### config.mk
export PLATFORM = sky130hd
export DESIGN_NAME = digit_position_pool_draw
export DESIGN_NICKNAME = d
export VERILOG_FILES = /design/src/hdl/dppd_pkg.sv /design/src/hdl/digit_position_pool_draw.sv
export SDC_FILE = /design/constraint.sdc
export NUM_CORES = 1
export LEC_CHECK = 0
export BUFFER_PORTS_ARGS = -buffer_cell sky130_fd_sc_hd__buf_2
export CAP_MARGIN = 30
export CORE_ASPECT_RATIO = 0.8
export CORE_MARGIN = 2
export CORE_UTILIZATION = 33
export DETAILED_ROUTE_END_ITERATION = 8
export PLACE_DENSITY_LB_ADDON = 0.12
export SYNTH_ARGS = -nofsm -noshare
export SYNTH_HDL_FRONTEND = slang
export SYNTH_SLANG_ARGS = --single-unit
export TNS_END_PERCENT = 5
### constraint.sdc
create_clock -name clk -period 17.41 [get_ports clk]
set_input_delay 0 -clock clk [delete_from_list [all_inputs] [get_ports clk]]
set_output_delay 0 -clock clk [all_outputs]
set_load 0.05 [all_outputs]
### src/hdl/dppd_pkg.sv
package dppd_pkg;

    localparam int POSITIONS    = 128;
    localparam int DIGIT_VALUES = 16;

    localparam int POS_W = $clog2(POSITIONS);
    localparam int CNT_W = $clog2(POSITIONS + 1);
    localparam int DIG_W = $clog2(DIGIT_VALUES);

    typedef enum logic [1:0] {
        ACT_CLEAR = 2'd0,
        ACT_LOAD  = 2'd1,
        ACT_DRAW  = 2'd2,
        ACT_NONE  = 2'd3
    } action_t;

    typedef enum logic [1:0] {
        STS_OK    = 2'd0,
        STS_EMPTY = 2'd1,
        STS_RANGE = 2'd2,
        STS_FULL  = 2'd3
    } status_t;

    typedef enum logic [1:0] {
        S_IDLE = 2'b01,
        S_SCAN = 2'b10
    } state_t;

endpackage

### src/hdl/digit_position_pool_draw.sv
// Position pool per hex digit. A request is taken when start is high and busy is low, and
// its result appears on position, remaining and status for exactly one cycle with done
// high; the receiver cannot stall, so it must take the result in that cycle. Clear, load,
// the unused action and draws that are refused (empty pool or pick out of range) answer
// in the next cycle and leave busy low, so such requests can follow every cycle.
// An accepted draw scans the loaded positions in ascending order, one position per cycle
// through the single read port of the digit memory into a compare stage; busy stays high
// until the compare finds the pick or passes the last loaded position, and done rises in
// the same cycle that busy falls. There is no clearing pass after reset; the block takes
// requests from the first cycle.
module digit_position_pool_draw (
    input  logic                      clk,
    input  logic                      rst_n,
    input  logic                      start,
    output logic                      busy,
    input  logic [1:0]                action,
    input  logic [3:0]                digit,
    input  logic [6:0]                pick_index,
    output logic                      done,
    output logic [dppd_pkg::POS_W-1:0] position,
    output logic [dppd_pkg::CNT_W-1:0] remaining,
    output logic [1:0]                status
);
    import dppd_pkg::*;

    // digit memory, each entry a taken mark above the digit, and its registered read
    logic [DIG_W:0]   store_mem [POSITIONS];
    logic [DIG_W:0]   rd_entry_reg;
    logic             store_we;
    logic             mem_we;
    logic [POS_W-1:0] mem_waddr;
    logic [DIG_W:0]   mem_wdata;

    // control and bookkeeping state
    state_t                   state_reg, state_next;
    logic [CNT_W-1:0]         count_reg [DIGIT_VALUES];
    logic [CNT_W-1:0]         count_next [DIGIT_VALUES];
    logic [CNT_W-1:0]         load_count_reg, load_count_next;
    logic [CNT_W-1:0]         scan_addr_reg, scan_addr_next;
    logic [POS_W-1:0]         cmp_idx_reg, cmp_idx_next;
    logic                     cmp_valid_reg, cmp_valid_next;
    logic [6:0]               seen_reg, seen_next;
    logic [6:0]               pick_reg, pick_next;
    logic [DIG_W-1:0]         dig_reg, dig_next;
    logic                     done_reg, done_next;
    logic [POS_W-1:0]         pos_reg, pos_next;
    logic [CNT_W-1:0]         rem_reg, rem_next;
    status_t                  sts_reg, sts_next;

    logic                     accept;
    action_t                  act_in;
    logic [DIG_W-1:0]         dig_in;
    logic [CNT_W-1:0]         cur_count;
    logic                     hit;
    logic                     take_hit;
    logic                     last_cmp;

    assign accept  = start && (state_reg == S_IDLE);
    assign act_in  = action_t'(action);
    assign dig_in  = DIG_W'(digit % DIGIT_VALUES);
    assign cur_count = count_reg[dig_in];
    assign store_we  = accept && (act_in == ACT_LOAD) && (load_count_reg < CNT_W'(POSITIONS));

    // compare stage of the scan
    assign hit      = cmp_valid_reg && (rd_entry_reg[DIG_W-1:0] == dig_reg)
                      && !rd_entry_reg[DIG_W];
    assign take_hit = (state_reg == S_SCAN) && hit && (seen_reg == pick_reg);
    assign last_cmp = cmp_valid_reg && ({1'b0, cmp_idx_reg} == CNT_W'(load_count_reg - 1'b1));

    // single write port: a load writes a fresh entry, a draw sets the taken mark
    assign mem_we    = store_we || take_hit;
    assign mem_waddr = store_we ? load_count_reg[POS_W-1:0] : cmp_idx_reg;
    assign mem_wdata = store_we ? {1'b0, dig_in} : {1'b1, dig_reg};

    // memory write and read
    always_ff @(posedge clk)
    begin
        if (mem_we)
        begin
            store_mem[mem_waddr] <= mem_wdata;
        end
        rd_entry_reg <= store_mem[scan_addr_reg[POS_W-1:0]];
    end

    // sequencer and next-state logic
    always_comb
    begin
        state_next      = state_reg;
        count_next      = count_reg;
        load_count_next = load_count_reg;
        scan_addr_next  = scan_addr_reg;
        cmp_idx_next    = scan_addr_reg[POS_W-1:0];
        cmp_valid_next  = 1'b0;
        seen_next       = seen_reg;
        pick_next       = pick_reg;
        dig_next        = dig_reg;
        done_next       = 1'b0;
        pos_next        = pos_reg;
        rem_next        = rem_reg;
        sts_next        = sts_reg;

        unique case (state_reg)
            S_IDLE:
            begin
                if (accept)
                begin
                    done_next = 1'b1;
                    pos_next  = '0;
                    rem_next  = cur_count;
                    sts_next  = STS_OK;
                    dig_next  = dig_in;
                    pick_next = pick_index;
                    unique case (act_in)
                        ACT_CLEAR:
                        begin
                            // taken marks need no clearing, every load writes a fresh entry
                            load_count_next = '0;
                            for (int i = 0; i < DIGIT_VALUES; i++)
                            begin
                                count_next[i] = '0;
                            end
                            rem_next = '0;
                        end
                        ACT_LOAD:
                        begin
                            if (store_we)
                            begin
                                count_next[dig_in] = cur_count + 1'b1;
                                load_count_next    = load_count_reg + 1'b1;
                                pos_next = load_count_reg[POS_W-1:0];
                                rem_next = cur_count + 1'b1;
                            end
                            else
                            begin
                                sts_next = STS_FULL;
                            end
                        end
                        ACT_DRAW:
                        begin
                            priority if (cur_count == '0)
                            begin
                                sts_next = STS_EMPTY;
                            end
                            else if ({1'b0, pick_index} >= cur_count)
                            begin
                                sts_next = STS_RANGE;
                            end
                            else
                            begin
                                // start the scan, result comes from the compare stage
                                done_next      = 1'b0;
                                state_next     = S_SCAN;
                                scan_addr_next = '0;
                                seen_next      = '0;
                            end
                        end
                        ACT_NONE:
                        begin
                        end
                        default:
                        begin
                        end
                    endcase
                end
            end
            S_SCAN:
            begin
                // issue the next read while the previous digit is compared
                cmp_valid_next = (scan_addr_reg < load_count_reg);
                if (scan_addr_reg < load_count_reg)
                begin
                    scan_addr_next = scan_addr_reg + 1'b1;
                end
                if (take_hit)
                begin
                    count_next[dig_reg] = count_reg[dig_reg] - 1'b1;
                    state_next     = S_IDLE;
                    cmp_valid_next = 1'b0;
                    done_next      = 1'b1;
                    pos_next       = cmp_idx_reg;
                    rem_next       = count_reg[dig_reg] - 1'b1;
                    sts_next       = STS_OK;
                end
                else if (last_cmp)
                begin
                    // ran out of positions without finding the pick
                    state_next     = S_IDLE;
                    cmp_valid_next = 1'b0;
                    done_next      = 1'b1;
                    pos_next       = '0;
                    rem_next       = count_reg[dig_reg];
                    sts_next       = STS_RANGE;
                end
                else if (hit)
                begin
                    seen_next = seen_reg + 1'b1;
                end
            end
            default:
            begin
                state_next = S_IDLE;
            end
        endcase
    end

    // control registers
    always_ff @(posedge clk or negedge rst_n)
    begin
        if (!rst_n)
        begin
            state_reg      <= S_IDLE;
            load_count_reg <= '0;
            cmp_valid_reg  <= 1'b0;
            done_reg       <= 1'b0;
            for (int i = 0; i < DIGIT_VALUES; i++)
            begin
                count_reg[i] <= '0;
            end
        end
        else
        begin
            state_reg      <= state_next;
            load_count_reg <= load_count_next;
            cmp_valid_reg  <= cmp_valid_next;
            done_reg       <= done_next;
            count_reg      <= count_next;
        end
    end

    // payload registers
    always_ff @(posedge clk)
    begin
        scan_addr_reg <= scan_addr_next;
        cmp_idx_reg   <= cmp_idx_next;
        seen_reg      <= seen_next;
        pick_reg      <= pick_next;
        dig_reg       <= dig_next;
        pos_reg       <= pos_next;
        rem_reg       <= rem_next;
        sts_reg       <= sts_next;
    end

    assign busy      = (state_reg != S_IDLE);
    assign done      = done_reg;
    assign position  = pos_reg;
    assign remaining = rem_reg;
    assign status    = sts_reg;

`ifndef ASSERT_OFF
    // a result never shows while a scan is still running
    assert property (@(posedge clk) disable iff (!rst_n) done |-> !busy)
        else $error("result strobe during scan");

    // a load into a table with room answers ok in the next cycle
    assert property (@(posedge clk) disable iff (!rst_n)
        (start && !busy && (action == ACT_LOAD) && (load_count_reg < CNT_W'(POSITIONS)))
        |=> (done && (status == STS_OK)))
        else $error("load with room not answered ok");

    // the fill count never passes the table size
    assert property (@(posedge clk) disable iff (!rst_n)
        load_count_reg <= CNT_W'(POSITIONS))
        else $error("load count beyond table size");

    // a successful draw ends the scan with an ok result
    assert property (@(posedge clk) disable iff (!rst_n)
        take_hit |=> (done && !busy && (status == STS_OK)))
        else $error("draw did not answer ok");
`endif

endmodule
==> results of run 1 <==
[where the power goes]
| part | switching (mW) | total (mW) | internal (mW) |
|---|---|---|---|
| logic | 0.0469 | 0.0700 | 0.0231 |
| registers | 0.00369 | 2.14 | 2.14 |
| clock network | 0.809 | 1.90 | 1.09 |
[cells in the final DEF, fill, tap and decap left out, types with 34 or more instances in the layout]
cell,n
dfrtp_1,139
nand3_1,42
nand2_1,225
o22a_1,34
nor2_1,210
edfxtp_1,683
clkbuf_16,91
o21ai_0,69
o221ai_1,68
mux4_2,259
a21oi_1,44
buf_4,55
[metrics by stage]
step / hold WS, ns / setup WS, ns
finish: 0.08999 / 12.13
global route: 0.06734 / 11.85
CTS: 0.04188 / 12.21
detailed placement: 0.1660 / 11.72
global placement: 0.1466 / 11.81
floorplan: -0.2956 / 11.61
[area by class of cell]
cell class,count,area [um2],area share
sequential,835,24250,0.5730
timing repair buffer,118,944.7,0.02232
clock inverter,49,524.3,0.01239
tap,1512,1892,0.04469
multi-input combinational,1273,12230,0.2889
inverter,37,141.4,0.003340
clock buffer,109,2345,0.05539
[worst min path at each step]
| stage | start | to | slack, ns | cells past startpoint |
|---|---|---|---|---|
| after floorplan | rst_n | cmp_valid_reg | -0.30 | 0 |
| after CTS | pick_index[6] | pick_reg[6] | 0.04 | 2 |
| after detailed placement | rst_n | state_reg[1] | 0.17 | 1 |
| after global placement | rst_n | state_reg[1] | 0.15 | 1 |
| after global routing | pick_index[3] | pick_reg[3] | 0.07 | 2 |
| final | digit[0] | dig_reg[0] | 0.09 | 2 |
[synthesized netlist by cell type, types with 5 or more instances]
master      n
and3_1     12
mux2_2      5
dfxtp_1    12
a21o_1      7
nor3_1     18
ha_1       26
buf_4       6
a32oi_1    13
o31ai_1     9
o22a_1     34
o21ai_1    15
a22o_1      6
nor2_1    210
o221ai_2    5
edfxtp_1  683
and2_1      8
mux4_1     19
dfrtp_1   139
nand2b_1    8
nand2_1   229
o221ai_1   68
o21ai_0    70
buf_6      13
buf_1      14
nor2b_1     9
buf_2      34
xor2_1     15
o21a_1     26
or2_2      11
clkbuf_1   86
o22ai_1     5
a221oi_1    6
xnor2_1    29
inv_1      33
a22oi_1    20
nand3_1    47
a21oi_1    44
mux4_2    259
[layer usage]
layer / up-vias / global-route usage
met3: 132 / 0.02850
li1: 9264 / -
met4: 0 / 0.03765
met1: 11634 / 0.2858
met5: - / 0
met2: 743 / 0.2686
[kinds of logic after synthesis]
logic type / synth area share
buffers and inverters: 0.02456
multiplexers: 0.1713
AND/OR/NAND/NOR: 0.06658
XOR/XNOR: 0.01252
adder cells (fa/ha/maj): 0.008725
AO/OA/AOI/OAI: 0.06574
flip-flops: 0.6505
[what timing repair did]
action,4_1_cts,5_1_grt
setup buffers,0,0
endpoints found under the hold margin,112,0
hold buffers,18,0
[worst max-delay path, cell delays in order]
cell	delay [ns]
dlygate4sd3_1	0.52
buf_2	0.10
buf_4	0.54
mux4_2	0.43
a22o_1	0.28
a221oi_2	0.51
inv_2	0.36
ha_1	0.38
nand2b_1	0.15
a21o_1	0.18
a21o_1	0.17
a211oi_1	0.24
o31ai_1	0.13
a211oi_1	0.49
a21oi_1	0.18
nor3_1	0.84
==> reports/metrics.cfg, run 1 <==
[drt]
route.vias.total = 21773
drt_iter0_drc = 2057
top_layer = met4
ant_nets = 0
wl_per_cell_um = 26.92
wl_met3_mm = 6.010
vias_per_cell = 5.536
routed-wl-met2_mm = 46.46
wl_met1_mm = 51.56
drc = 0
wl_mm = 105.9
firstDrtPassIters = 5

[sta]
rsz0062_at_grt = false
worst_slew_pin_slew_ns = 1.075
hold_viol = 0
totalNegativeSetupSlack_ns = 0
final.min_clock_period_ns = 5.281
fmax_mhz = 189.4
setup_viol = 0
skew_ns = 0.01736
fin_crit_sh = 0.3033
slew_headroom = 0.2793
drv_slew = 0

[global_routing]
first_global_vias = 21890
grt_overflow = 0
grt_start_max_net_pins = 88
grtUsageTotal = 0.1831
grt_pass1_wl_mm = 157.0
antenna_found_initial = 1

[pwr]
power_mw = 4.114
powerDensity_mw_per_mm2 = 97.19
power_leakage_nw = 13.95
ir_drop_mv = 0.06316

[synthesis]
synth.distinct_cells = 67
syn_area_per_cell_um2 = 16.21
yosysSeqAreaShare = 0.6505
yosys.area.top_type = edfxtp_1
syn_inst = 2300
yosys_warnings = 0
synth-seq-cells = 835
ys.flop_type = edfxtp_1
synth_nets = 2342
syn_area_mm2 = 0.03728
synthTopCellsByArea = edfxtp_1, mux4_2, dfrtp_1
netlist.area_leader.share = 0.5501
async_flop_share = 0.1677
synth_edf_count = 683

[critical_path]
crit_path_end_kind = flop
worstPathArrival_ns = 5.56
startpoint = digit[1]
rrSetupSlack_ns = 12.19
cp-start-kind = input port
worst-endpoint-required_ns = 17.69
critPathMaxFanout = 42
regToRegEndpoint = seen_reg[4]
r2r_cells = 13
critPathKind = in2reg
r2r-start = count_reg[96]
cp-endpoint = seen_reg[4]

[cts]
clkSinkCount = 835
cts-root-buf = clkbuf_16
clock_path_buffers = 3
numCtsBuffers = 90
clkLatencyLatePin_ns = 0.68
ctsResizeCount = 0
cts_tree = built
htreeDepth = 3
path_clk_slew_ns = 0.06

[final_layout]
fill_cells = 10482
final_cell_area_mm2 = 0.04233
largest_reg_flops = 640
drive_gt1_frac = 0.2272
diodes = 0
fin_cells = 3933
fin_nets = 2397
areaGrowthSynthToFinish_pct = 13.53
fin_util = 0.3769

[placed_design]
dpl.hpwl_mm = 68.02
io_buffer_count = 34
dp.cells = 3754
gp_congestion = 0.8163
dpl_cell_area_mm2 = 0.03922

[floorplanning]
ioPinCount = 35
dieWidth_um = 379.8
fp.dieH_um = 304.6
core_region_area_mm2 = 0.1123
row_count = 110
start_util = 0.3320
die_area_mm2 = 0.1157

[run_status]
status = completed

[flow_run]
drv_cap = 0

[worst_hold_path]
hold_class = in2reg

Note: power is estimated with default switching activity, not from simulation.
==> inputs of run 2 (changes only) <==
--- a/config.mk
+++ b/config.mk
@@ -5,6 +5,7 @@
 export SDC_FILE = /design/constraint.sdc
 export NUM_CORES = 1
 export LEC_CHECK = 0
+export ABC_AREA = 1
 export BUFFER_PORTS_ARGS = -buffer_cell sky130_fd_sc_hd__buf_2
 export CAP_MARGIN = 30
 export CORE_ASPECT_RATIO = 0.8
==> constraint.sdc (replaced) <==
create_clock -name clk -period 4.9 [get_ports clk]
set_input_delay 0 -clock clk [delete_from_list [all_inputs] [get_ports clk]]
set_output_delay 0 -clock clk [all_outputs]
set_load 0.05 [all_outputs]
==> reports/metrics.cfg, run 2 <==
[floorplanning]
ioPinCount = 35
die_area_mm2 = 0.1233
row_count = 113
core_region_area_mm2 = 0.1190
dieWidth_um = 392.0
start_util = 0.3339
fp.dieH_um = 314.4

[drt]
ant_nets = 0
route.vias.total = 31070
drc = 0
drt_iter0_drc = 3568
wl_per_cell_um = 23.13
wl_mm = 137.6
vias_per_cell = 5.222
firstDrtPassIters = 6

[critical_path]
worstPathArrival_ns = 4.31
cp-start-kind = flop
critPathKind = reg2reg
critPathMaxFanout = 39
worst-endpoint-required_ns = 5.21
crit_path_end_kind = flop

[synthesis]
yosysMostFrequentCell = nand2_1
yosys_warnings = 0
synth_edf_count = 683
synth_common_cells = nand2_1, edfxtp_1, nor2_1
netlist.area_leader.share = 0.5159
async_flop_share = 0.1677
syn_area_mm2 = 0.03975
syn_area_per_cell_um2 = 9.314
synthTopCellsByArea = edfxtp_1, nand2_1, dfrtp_1
synth_nets = 4310
ys.flop_type = edfxtp_1
yosys.area.top_type = edfxtp_1
syn_inst = 4268
synth.distinct_cells = 49
synth-seq-cells = 835
yosysSeqAreaShare = 0.6101

[sta]
fmax_mhz = 250.0
hold_viol = 0
drv_slew = 0
totalNegativeSetupSlack_ns = 0
final.min_clock_period_ns = 3.999
fin_crit_sh = 0.8162
setup_ws_ns = 0.9008
rsz0062_at_grt = false
slew_headroom = 0.3392
skew_ns = 0.04628
worst_slew_pin_slew_ns = 0.9911
setup_viol = 0

[final_layout]
areaGrowthSynthToFinish_pct = 13.24
drive_gt1_frac = 0.07926
largest_reg_flops = 640
final_common_cell = nand2_1
fill_cells = 12027
diodes = 0
fin_nets = 4306
regArea_mm2 = 0.02425
final_cell_area_mm2 = 0.04502
final_cell_mix = nand2_1, edfxtp_1, nor2_1, o21ai_0, inv_1
multi_input_area_mm2 = 0.01346
fin_cells = 5950

[cts]
clock_path_buffers = 3
numCtsBuffers = 93
postCtsSetupBuffers = 0
path_clk_slew_ns = 0.06
cts_tree = built
htreeDepth = 3
cts-root-buf = clkbuf_16
clkSinkCount = 835
clkLatencyLatePin_ns = 0.72

[run_status]
status = completed

[global_routing]
first_global_vias = 29254
grt_start_max_net_pins = 139
antenna_found_initial = 0
grt_pass1_wl_mm = 200.7
grtUsageTotal = 0.2203
grt_overflow = 0

[pwr]
power_mw = 24.88
ir_drop_mv = 0.4138
p_sw_mw = 10.19
p_sw_frac = 0.4097
powerDensity_mw_per_mm2 = 552.7
comb_power_share = 0.359
power_leakage_nw = 17.21
p_int_mw = 14.69
seqPwrFrac = 0.348
clock_power_share = 0.293

[placed_design]
dp.cells = 5760
io_buffer_count = 34
gp_congestion = 0.9169
dp_slack_ns = 0.9069
dpl.hpwl_mm = 85.56
dpl_cell_area_mm2 = 0.04164

[worst_hold_path]
hold_class = in2reg

[flow_run]
drv_cap = 0

==> run 2: kinds of logic (layout without fill, tap and decap cells) <==
| logic type | count (synthesis) | count (layout) | share of synthesized area |
|---|---|---|---|
| flops | 835 | 835 | 0.6101 |
| fa+ha+maj | 26 | 26 | 0.008184 |
| buf+inv | 498 | 570 | 0.05304 |
| xor+xnor | 14 | 14 | 0.003085 |
| compound gates | 755 | 755 | 0.1079 |
| simple gates | 2140 | 2140 | 0.2177 |
==> run 2: routing by layer <==
metal / wire, um / GRT usage
met1: 68800 / 0.3482
met2: 54200 / 0.2959
met3: 12210 / 0.05939
met4: 2409 / 0.04414
met5: 0 / 0
==> run 2: power by group through the flow <==
stage | Combinational [mW] | Clock, mW | Sequential, mW
after floorplan | 5.16 | 0 | 8.95
after global placement | 8.78 | 0 | 8.81
after detailed placement | 8.76 | 0 | 8.80
after CTS | 8.81 | 7.41 | 8.66
after global routing | 9.65 | 7.68 | 8.69
final | 8.94 | 7.28 | 8.66
==> run 2: worst paths after layout <==
check                               from          endpoint  slack, ns  depth (start not counted)
setup / recovery            state_reg[0]  store_mem[78][2]       0.90                         10
hold / removal                  digit[1]        dig_reg[1]       0.04                          2
hold reg to reg            count_reg[45]     count_reg[45]       0.49                          2
min in group asynchronous          rst_n    count_reg[105]       0.45                          3
setup reg to reg            state_reg[0]  store_mem[78][2]       0.90                         10
max in group asynchronous          rst_n      count_reg[3]       3.21                          4
==> run 2: per-stage QoR <==
| step | hold slack (ns) | utilization |
|---|---|---|
| finish | 0.04465 | 0.3781 |
| global route | 0.01915 | 0.3781 |
| CTS | 0.001762 | 0.3777 |
| detailed placement | 0.1731 | 0.3498 |
| global placement | 0.1815 | 0.3495 |
| floorplan | -0.2956 | - |
==> run 2: critical path, stage by stage, from the launching register on <==
cell     delay (ns)
dfstp_2        0.55
ha_1           0.32
nand2_1        0.16
nor3_4         0.19
inv_4          0.20
a21oi_1        0.33
inv_1          0.10
nor2_1         0.61
buf_4          0.22
nand3_1        0.33
nor2_1         0.58
==> run 2: final cells by class <==
cell class / instances / area share
tap: 1610 / 0.04475
timing repair buffer: 125 / 0.02465
sequential: 835 / 0.5388
clock buffer: 122 / 0.05753
inverter: 274 / 0.02312
multi-input combinational: 2935 / 0.2989
clock inverter: 49 / 0.01223
==> run 2: timing repair <==
action,4_1_cts,5_1_grt
resized for setup,0,0
setup endpoints to repair,0,0
hold buffers,17,0
endpoints found under the hold margin,107,0
==> inputs of run 3 (changes only) <==
==> constraint.sdc (replaced) <==
create_clock -name clk -period 3.51 [get_ports clk]
set_input_delay 0 -clock clk [delete_from_list [all_inputs] [get_ports clk]]
set_output_delay 0 -clock clk [all_outputs]
set_load 0.05 [all_outputs]
==> reports/metrics.cfg, run 3 (synthesized netlist as in run 2, its figures left out) <==
[run_status]
status = completed

[worst_hold_path]
hold_class = in2reg
holdPathStages = 2
min_to = pick_reg[3]
min-delay-start = pick_index[3]

[global_routing]
grt_overflow = 0
grt_pass1_wl_mm = 204.0
grtUsageTotal = 0.2234
grt_start_max_net_pins = 129
first_global_vias = 29680
antenna_found_initial = 0

[placed_design]
dpl.hpwl_mm = 92.08
io_buffer_count = 34
dp_slack_ns = -0.01630
gp_congestion = 0.9295
dpl_cell_area_mm2 = 0.04314

[cts]
clkLatencyLatePin_ns = 0.71
cts_tree = built
cts-root-buf = clkbuf_16
clock_path_buffers = 3
htreeDepth = 3
numCtsBuffers = 93
path_clk_slew_ns = 0.06
clkSinkCount = 835

[sta]
rsz0062_at_grt = false
skew_ns = 0.03584
worst_slew_pin_slew_ns = 0.9775
drv_slew = 0
totalNegativeSetupSlack_ns = 0
fin_crit_sh = 0.9380
setup_ws_ns = 0.2175
setup_viol = 0
fmax_mhz = 303.7
hold_viol = 0
slew_headroom = 0.3484
final.min_clock_period_ns = 3.293

[pwr]
ir_drop_mv = 0.5096
powerDensity_mw_per_mm2 = 752.3
power_leakage_nw = 18.09

[drt]
wl_per_cell_um = 22.69
route.vias.total = 31650
drt_iter0_drc = 3382
firstDrtPassIters = 6
wl_mm = 138.7
vias_per_cell = 5.177
ant_nets = 0
drc = 0

[floorplanning]
fp.dieH_um = 314.4
core_region_area_mm2 = 0.1190
row_count = 113
start_util = 0.3339
ioPinCount = 35
die_area_mm2 = 0.1233
dieWidth_um = 392.0

[critical_path]
regToRegEndpoint = store_mem[41][2]
critPathKind = reg2reg
r2r_cells = 12
worstPathArrival_ns = 3.65
crit_slowest_cell = a21oi_1
cp_cell_sequence = ha_1 > nand2_1 > nor3_4 > inv_6 > a21oi_1 > inv_1 > nor2_1 > inv_1 > nor2_1 > nand2_1 > buf_12 > nor2_1
cp_common_cell = nor2_1
crit_path_end_kind = flop
crit_family = simple AND/OR/NAND/NOR gates
crit_buf_inv = 4
rrSetupSlack_ns = 0.22
max_stage_delay_ns = 0.66
worst-endpoint-required_ns = 3.86
r2r-start = state_reg[0]
critPathMaxFanout = 14
cp-start-kind = flop

[flow_run]
drv_cap = 0

[final_layout]
drive_gt1_frac = 0.1117
largest_reg_flops = 640
final_cell_area_mm2 = 0.04633
diodes = 0
final_cell_mix = nand2_1, edfxtp_1, nor2_1, o21ai_0, inv_1
fin_nets = 4475
areaGrowthSynthToFinish_pct = 16.55
final_common_cell = nand2_1

==> run 3: cell count changes in the layout (fill, tap and decap cells not counted), sizes merged <==
cell         before  now
bufinv            9    7
dlygate4sd3      16   18
buf             109  276
clkbuf          122  118
clkinv           38   39
clkinvlp          3    2
==> run 3: how the worst max path moves through the flow <==
stage	start	depth (start not counted)	to	slack (ns)
after floorplan	state_reg[1]	8	store_mem[0][1]	-0.14
after global placement	state_reg[1]	13	store_mem[7][2]	0.004
after detailed placement	state_reg[1]	13	store_mem[7][2]	-0.02
after CTS	state_reg[0]	12	store_mem[7][0]	0.18
after global routing	seen_reg[0]	10	store_mem[86][3]	0.009
final	state_reg[0]	12	store_mem[41][2]	0.22
==> run 3: where the power goes <==
group          switching [mW]  leakage (nW)  internal, mW
clock                    4.22          1.45          5.52
sequential              0.427          8.27          11.6
combinational            9.67          8.37          3.41
==> run 3: through the flow <==
| stage | instances | power, mW | hold slack [ns] | util |
|---|---|---|---|---|
| final | 6113 | 34.86 | 0.04380 | 0.3892 |
| after global routing | 6113 | 36.60 | 0.01808 | 0.3892 |
| after CTS | 6113 | 34.94 | 0.004214 | 0.3890 |
| after detailed placement | 5929 | 25.11 | 0.02011 | 0.3623 |
| after global placement | 5929 | 25.19 | 0.02096 | 0.3623 |
| after floorplan | 4268 | 19.66 | -0.2956 | - |
==> run 3: layout make-up <==
| class | instances | area [um2] |
|---|---|---|
| Clock buffer | 118 | 2474 |
| Clock inverter | 47 | 494.2 |
| Fill cell | 11944 | 72720 |
| Inverter | 274 | 1044 |
| Multi-Input combinational cell | 2935 | 13470 |
| Sequential cell | 835 | 24250 |
| Tap cell | 1610 | 2014 |
| Timing Repair Buffer | 294 | 2581 |
==> run 3: repair_timing <==
item                                   CTS  global route
hold buffers                            19             0
setup endpoints to repair               15            51
cloned                                   0             0
setup buffers                            0             0
pin swaps                                0             0
resized for setup                        1             6
endpoints found under the hold margin  170             0
==> run 3: routing by layer <==
metal	global-route usage	part of all wire
met1	0.3642	0.51
met2	0.2986	0.40
met3	0.04480	0.076
met4	0.04528	0.017
met5	0	0
